File: src/rtl/mssh_pkg.sv
// ----------------------------------------------------------------------------
// mssh_pkg: shared types and constants of the motor speed control block
// Item layouts, configuration bundle, command codes and the constants of
// the sample-to-angle conversion.
// ----------------------------------------------------------------------------
package mssh_pkg;

  localparam int SAMPLE_WIDTH = 12;
  localparam int DUTY_WIDTH   = 14;

  // Register field widths
  localparam int CFG_DUTY_W  = 14;
  localparam int CFG_STEP_W  = 12;
  localparam int CFG_LIMIT_W = 4;
  localparam int CFG_FS_W    = 16;
  localparam int CFG_DATA_W  = 16;
  localparam int CFG_IDX_W   = 3;

  localparam int ANGLE_W = CFG_FS_W;
  localparam int LAST_W  = ANGLE_W + 1;

  // Angle conversion: angle = floor((s * fs + (M - 1) / 2) / M), M = 2^SW - 1
  localparam int PROD_W  = SAMPLE_WIDTH + CFG_FS_W;
  localparam int RECIP_W = 17;
  localparam int MUL_W   = PROD_W + RECIP_W;
  localparam logic [63:0] SAMPLE_MAX_WIDE = (64'd1 << SAMPLE_WIDTH) - 64'd1;
  localparam logic [63:0] RECIP_WIDE      = (64'd1 << PROD_W) / SAMPLE_MAX_WIDE;
  localparam logic [PROD_W-1:0]  SAMPLE_MAX = SAMPLE_MAX_WIDE[PROD_W-1:0];
  localparam logic [PROD_W-1:0]  HALF_MAX   = SAMPLE_MAX >> 1;
  localparam logic [RECIP_W-1:0] RECIP      = RECIP_WIDE[RECIP_W-1:0];

  // Detector input on every stop, tenths of a degree
  localparam logic [LAST_W-1:0] STOP_SENTINEL = LAST_W'(-1000);

  // Item kinds
  localparam logic [2:0] KIND_SET_SPEED = 3'd0;
  localparam logic [2:0] KIND_REVERSE   = 3'd1;
  localparam logic [2:0] KIND_HOME      = 3'd2;
  localparam logic [2:0] KIND_STALL     = 3'd3;
  localparam logic [2:0] KIND_ANGLE     = 3'd4;

  // Speed levels
  localparam logic [1:0] LVL_STOP   = 2'd0;
  localparam logic [1:0] LVL_LOW    = 2'd1;
  localparam logic [1:0] LVL_MEDIUM = 2'd2;
  localparam logic [1:0] LVL_HIGH   = 2'd3;

  // Register indexes
  localparam logic [CFG_IDX_W-1:0] CFG_DUTY_LOW    = 3'd0;
  localparam logic [CFG_IDX_W-1:0] CFG_DUTY_MEDIUM = 3'd1;
  localparam logic [CFG_IDX_W-1:0] CFG_DUTY_HIGH   = 3'd2;
  localparam logic [CFG_IDX_W-1:0] CFG_STALL_STEP  = 3'd3;
  localparam logic [CFG_IDX_W-1:0] CFG_STALL_LIMIT = 3'd4;
  localparam logic [CFG_IDX_W-1:0] CFG_REACH_TOL   = 3'd5;
  localparam logic [CFG_IDX_W-1:0] CFG_FULL_SCALE  = 3'd6;

  typedef struct packed {
    logic [2:0]              kind;
    logic [2:0]              speed_request;
    logic [SAMPLE_WIDTH-1:0] adc_sample;
    logic                    adc_ok;
  } in_word_t;

  typedef struct packed {
    logic [DUTY_WIDTH-1:0] duty_forward;
    logic [DUTY_WIDTH-1:0] duty_backward;
    logic [1:0]            level_now;
    logic                  dir_now;
    logic [ANGLE_W-1:0]    angle_tenths;
    logic                  stall_trip;
    logic                  target_reached;
    logic                  homing_busy;
  } out_word_t;

  typedef struct packed {
    logic [CFG_DUTY_W-1:0]  duty_low;
    logic [CFG_DUTY_W-1:0]  duty_medium;
    logic [CFG_DUTY_W-1:0]  duty_high;
    logic [CFG_STEP_W-1:0]  stall_step_tenths;
    logic [CFG_LIMIT_W-1:0] stall_repeat_limit;
    logic [CFG_STEP_W-1:0]  reach_tolerance_tenths;
    logic [CFG_FS_W-1:0]    full_scale_tenths;
  } cfg_t;

  // Fit a register duty value to the output duty width
  function automatic logic [DUTY_WIDTH-1:0] to_duty(input logic [CFG_DUTY_W-1:0] val);
    logic [31:0] wide;
    begin
      wide = {{(32 - CFG_DUTY_W){1'b0}}, val};
      return wide[DUTY_WIDTH-1:0];
    end
  endfunction

endpackage

File: src/rtl/mssh_angle_conv.sv
// ----------------------------------------------------------------------------
// mssh_angle_conv: sample to angle conversion pipeline
// Three stages: scale by full scale with rounding bias, reciprocal multiply,
// remainder correction. Words pass through with their angle attached.
// ----------------------------------------------------------------------------
module mssh_angle_conv
  import mssh_pkg::*;
(
  input  logic                clk,
  input  logic                rst_n,
  input  logic                up_valid,
  output logic                up_ready,
  input  in_word_t            up_word,
  input  logic [CFG_FS_W-1:0] full_scale,
  output logic                dn_valid,
  input  logic                dn_ready,
  output in_word_t            dn_word,
  output logic [ANGLE_W-1:0]  dn_angle
);

  logic               v1_r, v2_r, v3_r;
  in_word_t           w1_r, w2_r, w3_r;
  logic [PROD_W-1:0]  num1_r, num2_r;
  logic [ANGLE_W-1:0] quo2_r, angle3_r;

  logic               rdy1, rdy2, rdy3;
  logic [PROD_W-1:0]  num_nxt;
  logic [MUL_W-1:0]   recip_prod;
  logic [PROD_W-1:0]  quo_times_max;
  logic [PROD_W-1:0]  rem;
  logic [ANGLE_W-1:0] angle_nxt;

  assign rdy3     = !v3_r || dn_ready;
  assign rdy2     = !v2_r || rdy3;
  assign rdy1     = !v1_r || rdy2;
  assign up_ready = rdy1;

  assign num_nxt    = PROD_W'(up_word.adc_sample) * PROD_W'(full_scale) + HALF_MAX;
  assign recip_prod = MUL_W'(num1_r) * MUL_W'(RECIP);

  // Estimate is low by at most one; the remainder tells
  assign quo_times_max = (PROD_W'(quo2_r) << SAMPLE_WIDTH) - PROD_W'(quo2_r);
  assign rem           = num2_r - quo_times_max;
  assign angle_nxt     = (rem >= SAMPLE_MAX) ? quo2_r + ANGLE_W'(1) : quo2_r;

  always_ff @(posedge clk) begin
    if (!rst_n) begin
      v1_r <= 1'b0;
      v2_r <= 1'b0;
      v3_r <= 1'b0;
    end else begin
      if (rdy1) begin
        v1_r <= up_valid;
      end
      if (rdy2) begin
        v2_r <= v1_r;
      end
      if (rdy3) begin
        v3_r <= v2_r;
      end
    end
  end

  always_ff @(posedge clk) begin
    if (rdy1 && up_valid) begin
      w1_r   <= up_word;
      num1_r <= num_nxt;
    end
    if (rdy2 && v1_r) begin
      w2_r   <= w1_r;
      num2_r <= num1_r;
      quo2_r <= recip_prod[PROD_W +: ANGLE_W];
    end
    if (rdy3 && v2_r) begin
      w3_r     <= w2_r;
      angle3_r <= angle_nxt;
    end
  end

  assign dn_valid = v3_r;
  assign dn_word  = w3_r;
  assign dn_angle = angle3_r;

  a_rem_below_twice_max: assert property (@(posedge clk) disable iff (!rst_n)
    v2_r |-> rem < (SAMPLE_MAX << 1))
    else $error("conversion estimate off by more than one");

  a_hold_on_stall: assert property (@(posedge clk) disable iff (!rst_n)
    v3_r && !dn_ready |=> v3_r && $stable(angle3_r))
    else $error("converted angle changed while held");

  a_stage_advance: assert property (@(posedge clk) disable iff (!rst_n)
    v2_r && rdy3 |=> v3_r)
    else $error("middle stage word lost");

endmodule

File: src/rtl/mssh_ctrl.sv
// ----------------------------------------------------------------------------
// mssh_ctrl: speed, direction, stall detector and homing state
// Applies one word per cycle when not stalled to the control state and
// loads the result register with the duties and status after that word.
// ----------------------------------------------------------------------------
module mssh_ctrl
  import mssh_pkg::*;
(
  input  logic               clk,
  input  logic               rst_n,
  input  cfg_t               cfg,
  input  logic               up_valid,
  output logic               up_ready,
  input  in_word_t           up_word,
  input  logic [ANGLE_W-1:0] up_angle,
  output logic               out_valid,
  input  logic               out_stall,
  output out_word_t          out_word
);

  typedef struct packed {
    logic [LAST_W-1:0]      last;
    logic [CFG_LIMIT_W-1:0] cnt;
    logic                   trip;
  } det_t;

  function automatic det_t stall_check(input logic [LAST_W-1:0] angle,
                                       input det_t cur,
                                       input logic [CFG_STEP_W-1:0] step,
                                       input logic [CFG_LIMIT_W-1:0] limit);
    det_t              res;
    logic [LAST_W:0]   diff;
    logic [LAST_W:0]   mag;
    logic [CFG_LIMIT_W-1:0] cnt;
    begin
      diff     = {angle[LAST_W-1], angle} - {cur.last[LAST_W-1], cur.last};
      mag      = diff[LAST_W] ? (~diff + (LAST_W+1)'(1)) : diff;
      res.last = angle;
      res.trip = 1'b0;
      res.cnt  = '0;
      if (mag <= (LAST_W+1)'(step)) begin
        cnt = (cur.cnt != '1) ? cur.cnt + CFG_LIMIT_W'(1) : cur.cnt;
        if (cnt >= limit) begin
          res.trip = 1'b1;
        end else begin
          res.cnt = cnt;
        end
      end
      return res;
    end
  endfunction

  logic                   dir_r, pend_r, homing_r;
  logic [1:0]             level_r;
  logic [LAST_W-1:0]      last_angle_r;
  logic [CFG_LIMIT_W-1:0] small_cnt_r;
  logic                   out_valid_r;
  out_word_t              out_word_r;

  logic                   dir_nxt, pend_nxt, homing_nxt;
  logic [1:0]             level_nxt;
  det_t                   det_cur, det_tick, det_stop, det_tick_stop, det_nxt;
  logic                   trip_nxt, reached_nxt;
  logic                   load, sample_used, at_home;
  logic [CFG_DUTY_W-1:0]  duty_sel;
  logic [DUTY_WIDTH-1:0]  duty;
  out_word_t              out_nxt;

  assign up_ready = !out_valid_r || !out_stall;
  assign load     = up_valid && up_ready;

  assign sample_used = up_word.adc_ok &&
                       (up_word.kind == KIND_HOME || up_word.kind == KIND_STALL ||
                        up_word.kind == KIND_ANGLE);
  assign at_home     = up_angle <= ANGLE_W'(cfg.reach_tolerance_tenths);

  assign det_cur       = '{last: last_angle_r, cnt: small_cnt_r, trip: 1'b0};
  assign det_tick      = stall_check({1'b0, up_angle}, det_cur,
                                     cfg.stall_step_tenths, cfg.stall_repeat_limit);
  assign det_stop      = stall_check(STOP_SENTINEL, det_cur,
                                     cfg.stall_step_tenths, cfg.stall_repeat_limit);
  assign det_tick_stop = stall_check(STOP_SENTINEL, det_tick,
                                     cfg.stall_step_tenths, cfg.stall_repeat_limit);

  always_comb begin
    dir_nxt     = dir_r;
    level_nxt   = level_r;
    pend_nxt    = pend_r;
    homing_nxt  = homing_r;
    det_nxt     = det_cur;
    trip_nxt    = 1'b0;
    reached_nxt = 1'b0;
    unique case (up_word.kind)
      KIND_SET_SPEED: begin
        level_nxt = (up_word.speed_request > 3'd3) ? LVL_MEDIUM : up_word.speed_request[1:0];
        if (level_nxt == LVL_STOP) begin
          det_nxt = det_stop;
        end
      end
      KIND_REVERSE: begin
        if (level_r != LVL_STOP) begin
          dir_nxt = ~dir_r;
        end
      end
      KIND_HOME: begin
        pend_nxt = 1'b1;
        if (up_word.adc_ok && at_home) begin
          level_nxt   = LVL_STOP;
          det_nxt     = det_stop;
          pend_nxt    = 1'b0;
          reached_nxt = 1'b1;
        end else begin
          homing_nxt = 1'b1;
          level_nxt  = LVL_LOW;
        end
      end
      KIND_STALL: begin
        if (level_r != LVL_STOP && up_word.adc_ok) begin
          det_nxt = det_tick;
          if (det_tick.trip) begin
            level_nxt = LVL_STOP;
            det_nxt   = det_tick_stop;
            trip_nxt  = 1'b1;
          end
        end
      end
      KIND_ANGLE: begin
        if (homing_r && up_word.adc_ok && pend_r && at_home) begin
          level_nxt   = LVL_STOP;
          det_nxt     = det_stop;
          homing_nxt  = 1'b0;
          pend_nxt    = 1'b0;
          reached_nxt = 1'b1;
        end
      end
      default: begin
      end
    endcase
  end

  always_comb begin
    unique case (level_nxt)
      LVL_LOW:    duty_sel = cfg.duty_low;
      LVL_MEDIUM: duty_sel = cfg.duty_medium;
      LVL_HIGH:   duty_sel = cfg.duty_high;
      default:    duty_sel = '0;
    endcase
  end

  assign duty = to_duty(duty_sel);

  always_comb begin
    out_nxt.duty_forward   = dir_nxt ? duty : '0;
    out_nxt.duty_backward  = dir_nxt ? '0 : duty;
    out_nxt.level_now      = level_nxt;
    out_nxt.dir_now        = dir_nxt;
    out_nxt.angle_tenths   = sample_used ? up_angle : '0;
    out_nxt.stall_trip     = trip_nxt;
    out_nxt.target_reached = reached_nxt;
    out_nxt.homing_busy    = homing_nxt;
  end

  always_ff @(posedge clk) begin
    if (!rst_n) begin
      dir_r        <= 1'b0;
      level_r      <= LVL_STOP;
      pend_r       <= 1'b0;
      homing_r     <= 1'b0;
      last_angle_r <= '0;
      small_cnt_r  <= '0;
      out_valid_r  <= 1'b0;
    end else begin
      if (up_ready) begin
        out_valid_r <= up_valid;
      end
      if (load) begin
        dir_r        <= dir_nxt;
        level_r      <= level_nxt;
        pend_r       <= pend_nxt;
        homing_r     <= homing_nxt;
        last_angle_r <= det_nxt.last;
        small_cnt_r  <= det_nxt.cnt;
      end
    end
  end

  always_ff @(posedge clk) begin
    if (load) begin
      out_word_r <= out_nxt;
    end
  end

  assign out_valid = out_valid_r;
  assign out_word  = out_word_r;

  a_trip_stops: assert property (@(posedge clk) disable iff (!rst_n)
    out_valid_r && (out_word_r.stall_trip || out_word_r.target_reached) |->
      out_word_r.level_now == LVL_STOP)
    else $error("stop event reported while still running");

  a_one_channel: assert property (@(posedge clk) disable iff (!rst_n)
    out_valid_r |-> out_word_r.duty_forward == '0 || out_word_r.duty_backward == '0)
    else $error("both channels driven");

  a_reverse_stopped: assert property (@(posedge clk) disable iff (!rst_n)
    load && up_word.kind == KIND_REVERSE && level_r == LVL_STOP |=>
      dir_r == $past(dir_r))
    else $error("direction flipped while stopped");

  a_state_matches_out: assert property (@(posedge clk) disable iff (!rst_n)
    load |=> out_word_r.level_now == level_r && out_word_r.dir_now == dir_r &&
      out_word_r.homing_busy == homing_r)
    else $error("result word disagrees with control state");

endmodule

File: src/rtl/motor_speed_stall_homing_control.sv
// ----------------------------------------------------------------------------
// motor_speed_stall_homing_control: two-channel motor drive control
// Path: a word accepted at the input passes the input register, three
//   conversion stages and the result register, in that order.
// Throughput: one word per cycle when not stalled; the scale multiply and
//   reciprocal multiply of the angle conversion sit in stages of their own.
// Reset: synchronous, active low; registers return to their defaults and
//   the motor state to stopped, reverse direction, no homing.
// ----------------------------------------------------------------------------
// Commands and sensor ticks enter as one word each. The sample of a word is
// turned into tenths of a degree by a short pipeline, then the control stage
// applies the word to the speed level, direction, stall detector and homing
// state and loads the result register. Every stage holds its own valid bit,
// so bubbles collapse and a new word is taken while a result still waits.
module motor_speed_stall_homing_control
  import mssh_pkg::*;
(
  input  logic                  clk,
  input  logic                  rst_n,
  // Input word channel
  input  logic                  in_valid,
  output logic                  in_stall,
  input  in_word_t              in_word,
  // Result word channel
  output logic                  out_valid,
  input  logic                  out_stall,
  output out_word_t             out_word,
  // Register write port
  input  logic                  cfg_we,
  input  logic [CFG_IDX_W-1:0]  cfg_index,
  input  logic [CFG_DATA_W-1:0] cfg_wdata
);

  cfg_t               cfg_r;

  logic               in_valid_r;
  in_word_t           in_word_r;

  logic               conv_ready;
  logic               conv_valid;
  in_word_t           conv_word;
  logic [ANGLE_W-1:0] conv_angle;
  logic               ctrl_ready;

  // Registers: write only, taken at any edge with the enable high.
  // Indexes past the list are dropped.
  always_ff @(posedge clk) begin
    if (!rst_n) begin
      cfg_r.duty_low               <= CFG_DUTY_W'(7000);
      cfg_r.duty_medium            <= CFG_DUTY_W'(7555);
      cfg_r.duty_high              <= CFG_DUTY_W'(8192);
      cfg_r.stall_step_tenths      <= CFG_STEP_W'(30);
      cfg_r.stall_repeat_limit     <= CFG_LIMIT_W'(3);
      cfg_r.reach_tolerance_tenths <= CFG_STEP_W'(10);
      cfg_r.full_scale_tenths      <= CFG_FS_W'(3600);
    end else if (cfg_we) begin
      unique case (cfg_index)
        CFG_DUTY_LOW:    cfg_r.duty_low               <= cfg_wdata[CFG_DUTY_W-1:0];
        CFG_DUTY_MEDIUM: cfg_r.duty_medium            <= cfg_wdata[CFG_DUTY_W-1:0];
        CFG_DUTY_HIGH:   cfg_r.duty_high              <= cfg_wdata[CFG_DUTY_W-1:0];
        CFG_STALL_STEP:  cfg_r.stall_step_tenths      <= cfg_wdata[CFG_STEP_W-1:0];
        CFG_STALL_LIMIT: cfg_r.stall_repeat_limit     <= cfg_wdata[CFG_LIMIT_W-1:0];
        CFG_REACH_TOL:   cfg_r.reach_tolerance_tenths <= cfg_wdata[CFG_STEP_W-1:0];
        CFG_FULL_SCALE:  cfg_r.full_scale_tenths      <= cfg_wdata[CFG_FS_W-1:0];
        default: begin
        end
      endcase
    end
  end

  // Input register: hold the word only while the first conversion stage
  // is full and blocked.
  assign in_stall = in_valid_r && !conv_ready;

  always_ff @(posedge clk) begin
    if (!rst_n) begin
      in_valid_r <= 1'b0;
    end else if (!in_stall) begin
      in_valid_r <= in_valid;
    end
  end

  always_ff @(posedge clk) begin
    if (!in_stall && in_valid) begin
      in_word_r <= in_word;
    end
  end

  // Sample to tenths of a degree, rounded half up.
  mssh_angle_conv u_conv (
    .clk        (clk),
    .rst_n      (rst_n),
    .up_valid   (in_valid_r),
    .up_ready   (conv_ready),
    .up_word    (in_word_r),
    .full_scale (cfg_r.full_scale_tenths),
    .dn_valid   (conv_valid),
    .dn_ready   (ctrl_ready),
    .dn_word    (conv_word),
    .dn_angle   (conv_angle)
  );

  // Control state and result register. State advances once per word, at
  // the edge that moves it into the result register.
  mssh_ctrl u_ctrl (
    .clk       (clk),
    .rst_n     (rst_n),
    .cfg       (cfg_r),
    .up_valid  (conv_valid),
    .up_ready  (ctrl_ready),
    .up_word   (conv_word),
    .up_angle  (conv_angle),
    .out_valid (out_valid),
    .out_stall (out_stall),
    .out_word  (out_word)
  );

  a_in_hold: assert property (@(posedge clk) disable iff (!rst_n)
    in_stall |=> in_valid_r && $stable(in_word_r))
    else $error("input word dropped while stalled");

  a_stall_cause: assert property (@(posedge clk) disable iff (!rst_n)
    in_stall |-> conv_valid)
    else $error("input stalled with an empty pipeline tail");

  a_out_when_blocked: assert property (@(posedge clk) disable iff (!rst_n)
    !ctrl_ready |-> out_valid && out_stall)
    else $error("control stage blocked without a waiting result");

endmodule
File: config.mk
export PLATFORM = sky130hd
export DESIGN_NAME = motor_speed_stall_homing_control
export DESIGN_NICKNAME = d
export VERILOG_FILES = /design/src/rtl/mssh_pkg.sv /design/src/rtl/mssh_angle_conv.sv /design/src/rtl/mssh_ctrl.sv /design/src/rtl/motor_speed_stall_homing_control.sv
export SDC_FILE = /design/constraint.sdc
export NUM_CORES = 1
export LEC_CHECK = 0
export ABC_AREA = 1
export BUFFER_PORTS_ARGS = -buffer_cell sky130_fd_sc_hd__buf_2
export CORE_MARGIN = 1
export CORE_UTILIZATION = 60
export CTS_CLUSTER_DIAMETER = 40
export CTS_CLUSTER_SIZE = 25
export DETAILED_ROUTE_END_ITERATION = 16
export PLACE_DENSITY = 0.76
export SETUP_SLACK_MARGIN = 0.4
export SLEW_MARGIN = 25
export SYNTH_ARGS = -nofsm -noshare
export SYNTH_HDL_FRONTEND = slang
export SYNTH_SLANG_ARGS = --single-unit
File: constraint.sdc
create_clock -name clk -period 6.4 [get_ports clk]
set_clock_uncertainty 0.15 [all_clocks]
set_input_delay 0.64 -clock clk [delete_from_list [all_inputs] [get_ports clk]]
set_output_delay 0.64 -clock clk [all_outputs]
set_load 0.02 [all_outputs]
==> results.py <==
metrics = {
    "timing": {
        "worst_slew_pin_slew_ns": 1.07,
        "max_freq_ghz": 0.169,
        "finalSetupViolCount": 0,
        "hold_viol_final": 0,
        "grt_setup_unrepaired": "true",
        "slew-limit-headroom": 0.287,
        "finalCriticalPeriod_ns": 5.91,
        "finalCritPeriodShare": 0.923,
        "fin_tns_setup_ns": 0,
        "maxSlewViolCount": 0,
    },
    "yosys": {
        "synth_nets": 3485,
        "synth_commonest_cells": "nand2_1 (657), inv_1 (568), nor2_1 (269), ha_1 (245), edfxtp_1 (178)",
        "ys_warn_count": 0,
        "synth_cell_types": 51,
        "async_flop_share": 0,
        "synth_area_leader_cell": "edfxtp_1",
        "netlist.area_leader.share": 0.217,
        "synth_area_leaders": "edfxtp_1 (22%), fa_1 (13%), ha_1 (12%), nand2_1 (10%), dfxtp_1 (9.5%)",
        "synth-seq-cells": 295,
        "synth-seq-area-share": 0.312,
        "synth_enable_flop_cells": 178,
        "netlist_area_um2": 24700,
        "avgSynthCellArea_um2": 8.10,
        "synth_most_common_cell": "nand2_1",
        "synth_ff_type": "edfxtp_1",
        "syn_inst": 3043,
    },
    "critical_path": {
        "cp_data_required_time_ns": 6.76,
        "reg2reg_slack_ns": 0.49,
        "cp_max_fo": 4,
        "worstReg2RegStart": "u_conv.dn_angle[0]$_DFFE_PP_",
        "max_stage_delay_ns": 0.43,
        "criticalPathCategory": "flip-flop to flip-flop",
        "rr_endpoint": "u_ctrl.small_cnt_r[0]$_SDFFE_PN0P_",
        "crit_arrival_ns": 6.27,
        "start_kind": "flip-flop",
        "rr_worst_depth": 41,
        "cp-end-kind": "flip-flop",
        "critPathSlowestCell": "fa_2",
    },
    "drt": {
        "dr.pass1.iters": 6,
        "wl_per_cell_um": 17.7,
        "vias": 20900,
        "drt_wl_total_mm": 66.0,
        "ant_nets": 0,
        "dr.first_iter.drc_count": 1722,
        "vias_per_cell": 5.60,
        "drc": 0,
    },
    "global_route": {
        "grt_pass1_wl_mm": 104,
        "grt.overflow.total": 0,
        "grt_antenna_before_repair": 1,
        "grt_use_total": 0.316,
        "grt_max_degree": 99,
        "grt_pass1_vias": 20100,
    },
    "cts": {
        "cts_tree": "yes",
        "hold_buffers": 0,
        "path_clk_slew_ns": 0.07,
        "ctsLongestPathBuffers": 3,
        "cts_root_buf": "clkbuf_16",
        "clock_latency_ns": 0.59,
        "cts_buffers": 44,
        "cts_htree_levels": 2,
        "cts_sinks": 295,
    },
    "cells_and_area": {
        "area_delta_synth_final_pct": 12.9,
        "final_nets": 3610,
        "insertedDiodeCount": 0,
        "utilization": 0.694,
        "fillers": 3224,
        "drive_gt1_frac": 0.118,
    },
    "pwr": {
        "p_switching_uw": 2890,
        "sequentialPowerShare": 0.311,
        "power_density_nw_per_um2": 280,
        "internal_power_uw": 4910,
        "vdd_ir_drop_max_uv": 345,
        "pwr-share-clk": 0.320,
        "comb_power_share": 0.369,
        "leakagePower_uw": 0.0140,
        "switching_share": 0.370,
    },
    "hold_path": {
        "hold_start": "in_word[17]",
        "holdCritPathClass": "input port to flip-flop",
        "worstHoldPathCells": 1,
        "min_to": "in_word_r[17]$_DFFE_PP_",
    },
    "floorplanning": {
        "fp-row-count": 73,
        "io_pins": 95,
        "dieArea_um2": 41900,
        "die_x_um": 205,
        "die_h_um": 205,
        "initial_core_util": 0.615,
        "core_area_um2": 40100,
    },
    "placement": {
        "place_hpwl_mm": 50.1,
        "gp_congestion": 0.949,
        "io_buffers": 94,
    },
    "status": {
        "outcome": "complete, no violations",
    },
    "flow_run": {
        "maxCapViolations": 0,
    },
}
## metrics by stage
| step | setup slack, ns | instances | total power (uW) | hold WS, ns | cell area [um2] |
|---|---|---|---|---|---|
| finish | 0.492 | 3729 | 7800 | 0.0724 | 27800 |
| global route | 0.131 | 3729 | 8270 | 0.0617 | 27800 |
| CTS | 0.401 | 3697 | 7740 | 0.0578 | 27300 |
| detailed placement | 0.197 | 3607 | 5210 | 0.258 | 25600 |
| global placement | 0.428 | 3607 | 5090 | 0.251 | 25600 |
| floorplan | 0.517 | 3043 | 4470 | 0.250 | 24700 |
## critical path: cells and delay by family (launching register included)
kind                       cells  cell delay, ns
DFF                            1            0.39
xor gates and xnor gates       2            0.31
buffers and inverters          4            0.37
adders and majority gates      5            1.26
and+or+nand+nor               24            2.55
AOI/OAI and AO/OA              6            0.81
## power by group through the flow
| stage | Combinational (uW) | Sequential [uW] | Clock (uW) |
|---|---|---|---|
| final | 2880 | 2430 | 2500 |
| after global placement | 2640 | 2460 | 0 |
| after floorplan | 2090 | 2380 | 0 |
| after global routing | 3230 | 2430 | 2600 |
| after CTS | 2800 | 2430 | 2520 |
| after detailed placement | 2740 | 2470 | 0 |
## what timing repair did
item / CTS / global route
endpoints found under the setup margin: 7 / 9
gates resized for setup: 12 / 76
buffers inserted: 8 / 31
pin swaps: 1 / 35
## placed cells by master (no fill, tap or decap), types with 7 or more instances in the layout
cell	count
nand2_1	648
inv_1	561
nor2_1	260
ha_1	230
edfxtp_1	178
fa_1	153
a21oi_1	144
nand3_1	136
o21ai_0	128
dfxtp_1	108
xor2_1	96
buf_2	94
buf_4	65
clkbuf_16	45
nand4_1	43
nand3_2	31
nor3_1	28
nand2_2	25
xnor2_1	25
o211ai_1	17
nor2_2	10
inv_2	9
dfxtp_2	9
a21oi_2	8
ha_4	8
nor2_4	7
o21ai_1	7
nor4_1	7
ha_2	7
## kinds of logic after synthesis
family          Yosys count  synth area share
buf+inv                 656             0.103
xor+xnor                122            0.0433
simple gates           1218             0.213
flops                   295             0.312
compound gates          353            0.0798
fa+ha+maj               399             0.249
## worst max path at each step
stage,end,depth (start not counted),startpoint
after floorplan,u_conv.num1_r[24]$_DFFE_PP_,24,in_word_r[3]$_DFFE_PP_
after global placement,u_ctrl.small_cnt_r[1]$_SDFFE_PN0P_,39,u_conv.dn_angle[8]$_DFFE_PP_
after detailed placement,u_conv.num1_r[24]$_DFFE_PP_,22,in_word_r[3]$_DFFE_PP_
after CTS,u_conv.num1_r[27]$_DFFE_PP_,21,in_word_r[10]$_DFFE_PP_
after global routing,u_ctrl.small_cnt_r[1]$_SDFFE_PN0P_,41,u_conv.dn_angle[0]$_DFFE_PP_
final,u_ctrl.small_cnt_r[0]$_SDFFE_PN0P_,41,u_conv.dn_angle[0]$_DFFE_PP_
## registers in the layout, indices dropped and copies added (netlist names), 7 cells and up
register and count:
cfg_r 86, u_ctrl.out_word 50, u_conv.num1_r 28, u_conv.num2_r 28, in_word_r 19, u_ctrl.last_angle_r 17, u_conv.dn_angle 16, u_conv.quo2_r 16
u_conv.dn_word 7, u_conv.w1_r 7, u_conv.w2_r 7
## layer usage
layer  vias to the layer above  wire length [um]  global-route usage
met2                       824             31900               0.527
met5                         -                 0                   0
met4                         0              2350               0.124
met1                      9905             27300               0.418
li1                       9972                 -                   -
met3                       165              4510              0.0364
## area by class of cell
type	count	area [um2]	share of cell area
flip-flops and latches	295	7700	0.277
repair buffers	164	1050	0.0377
clock inverters	31	407	0.0146
clock buffers	51	1150	0.0414
well taps	525	657	0.0236
inverters	571	2150	0.0771
multi-input cells	2092	14700	0.529
Power figures use the tool's default switching activity.
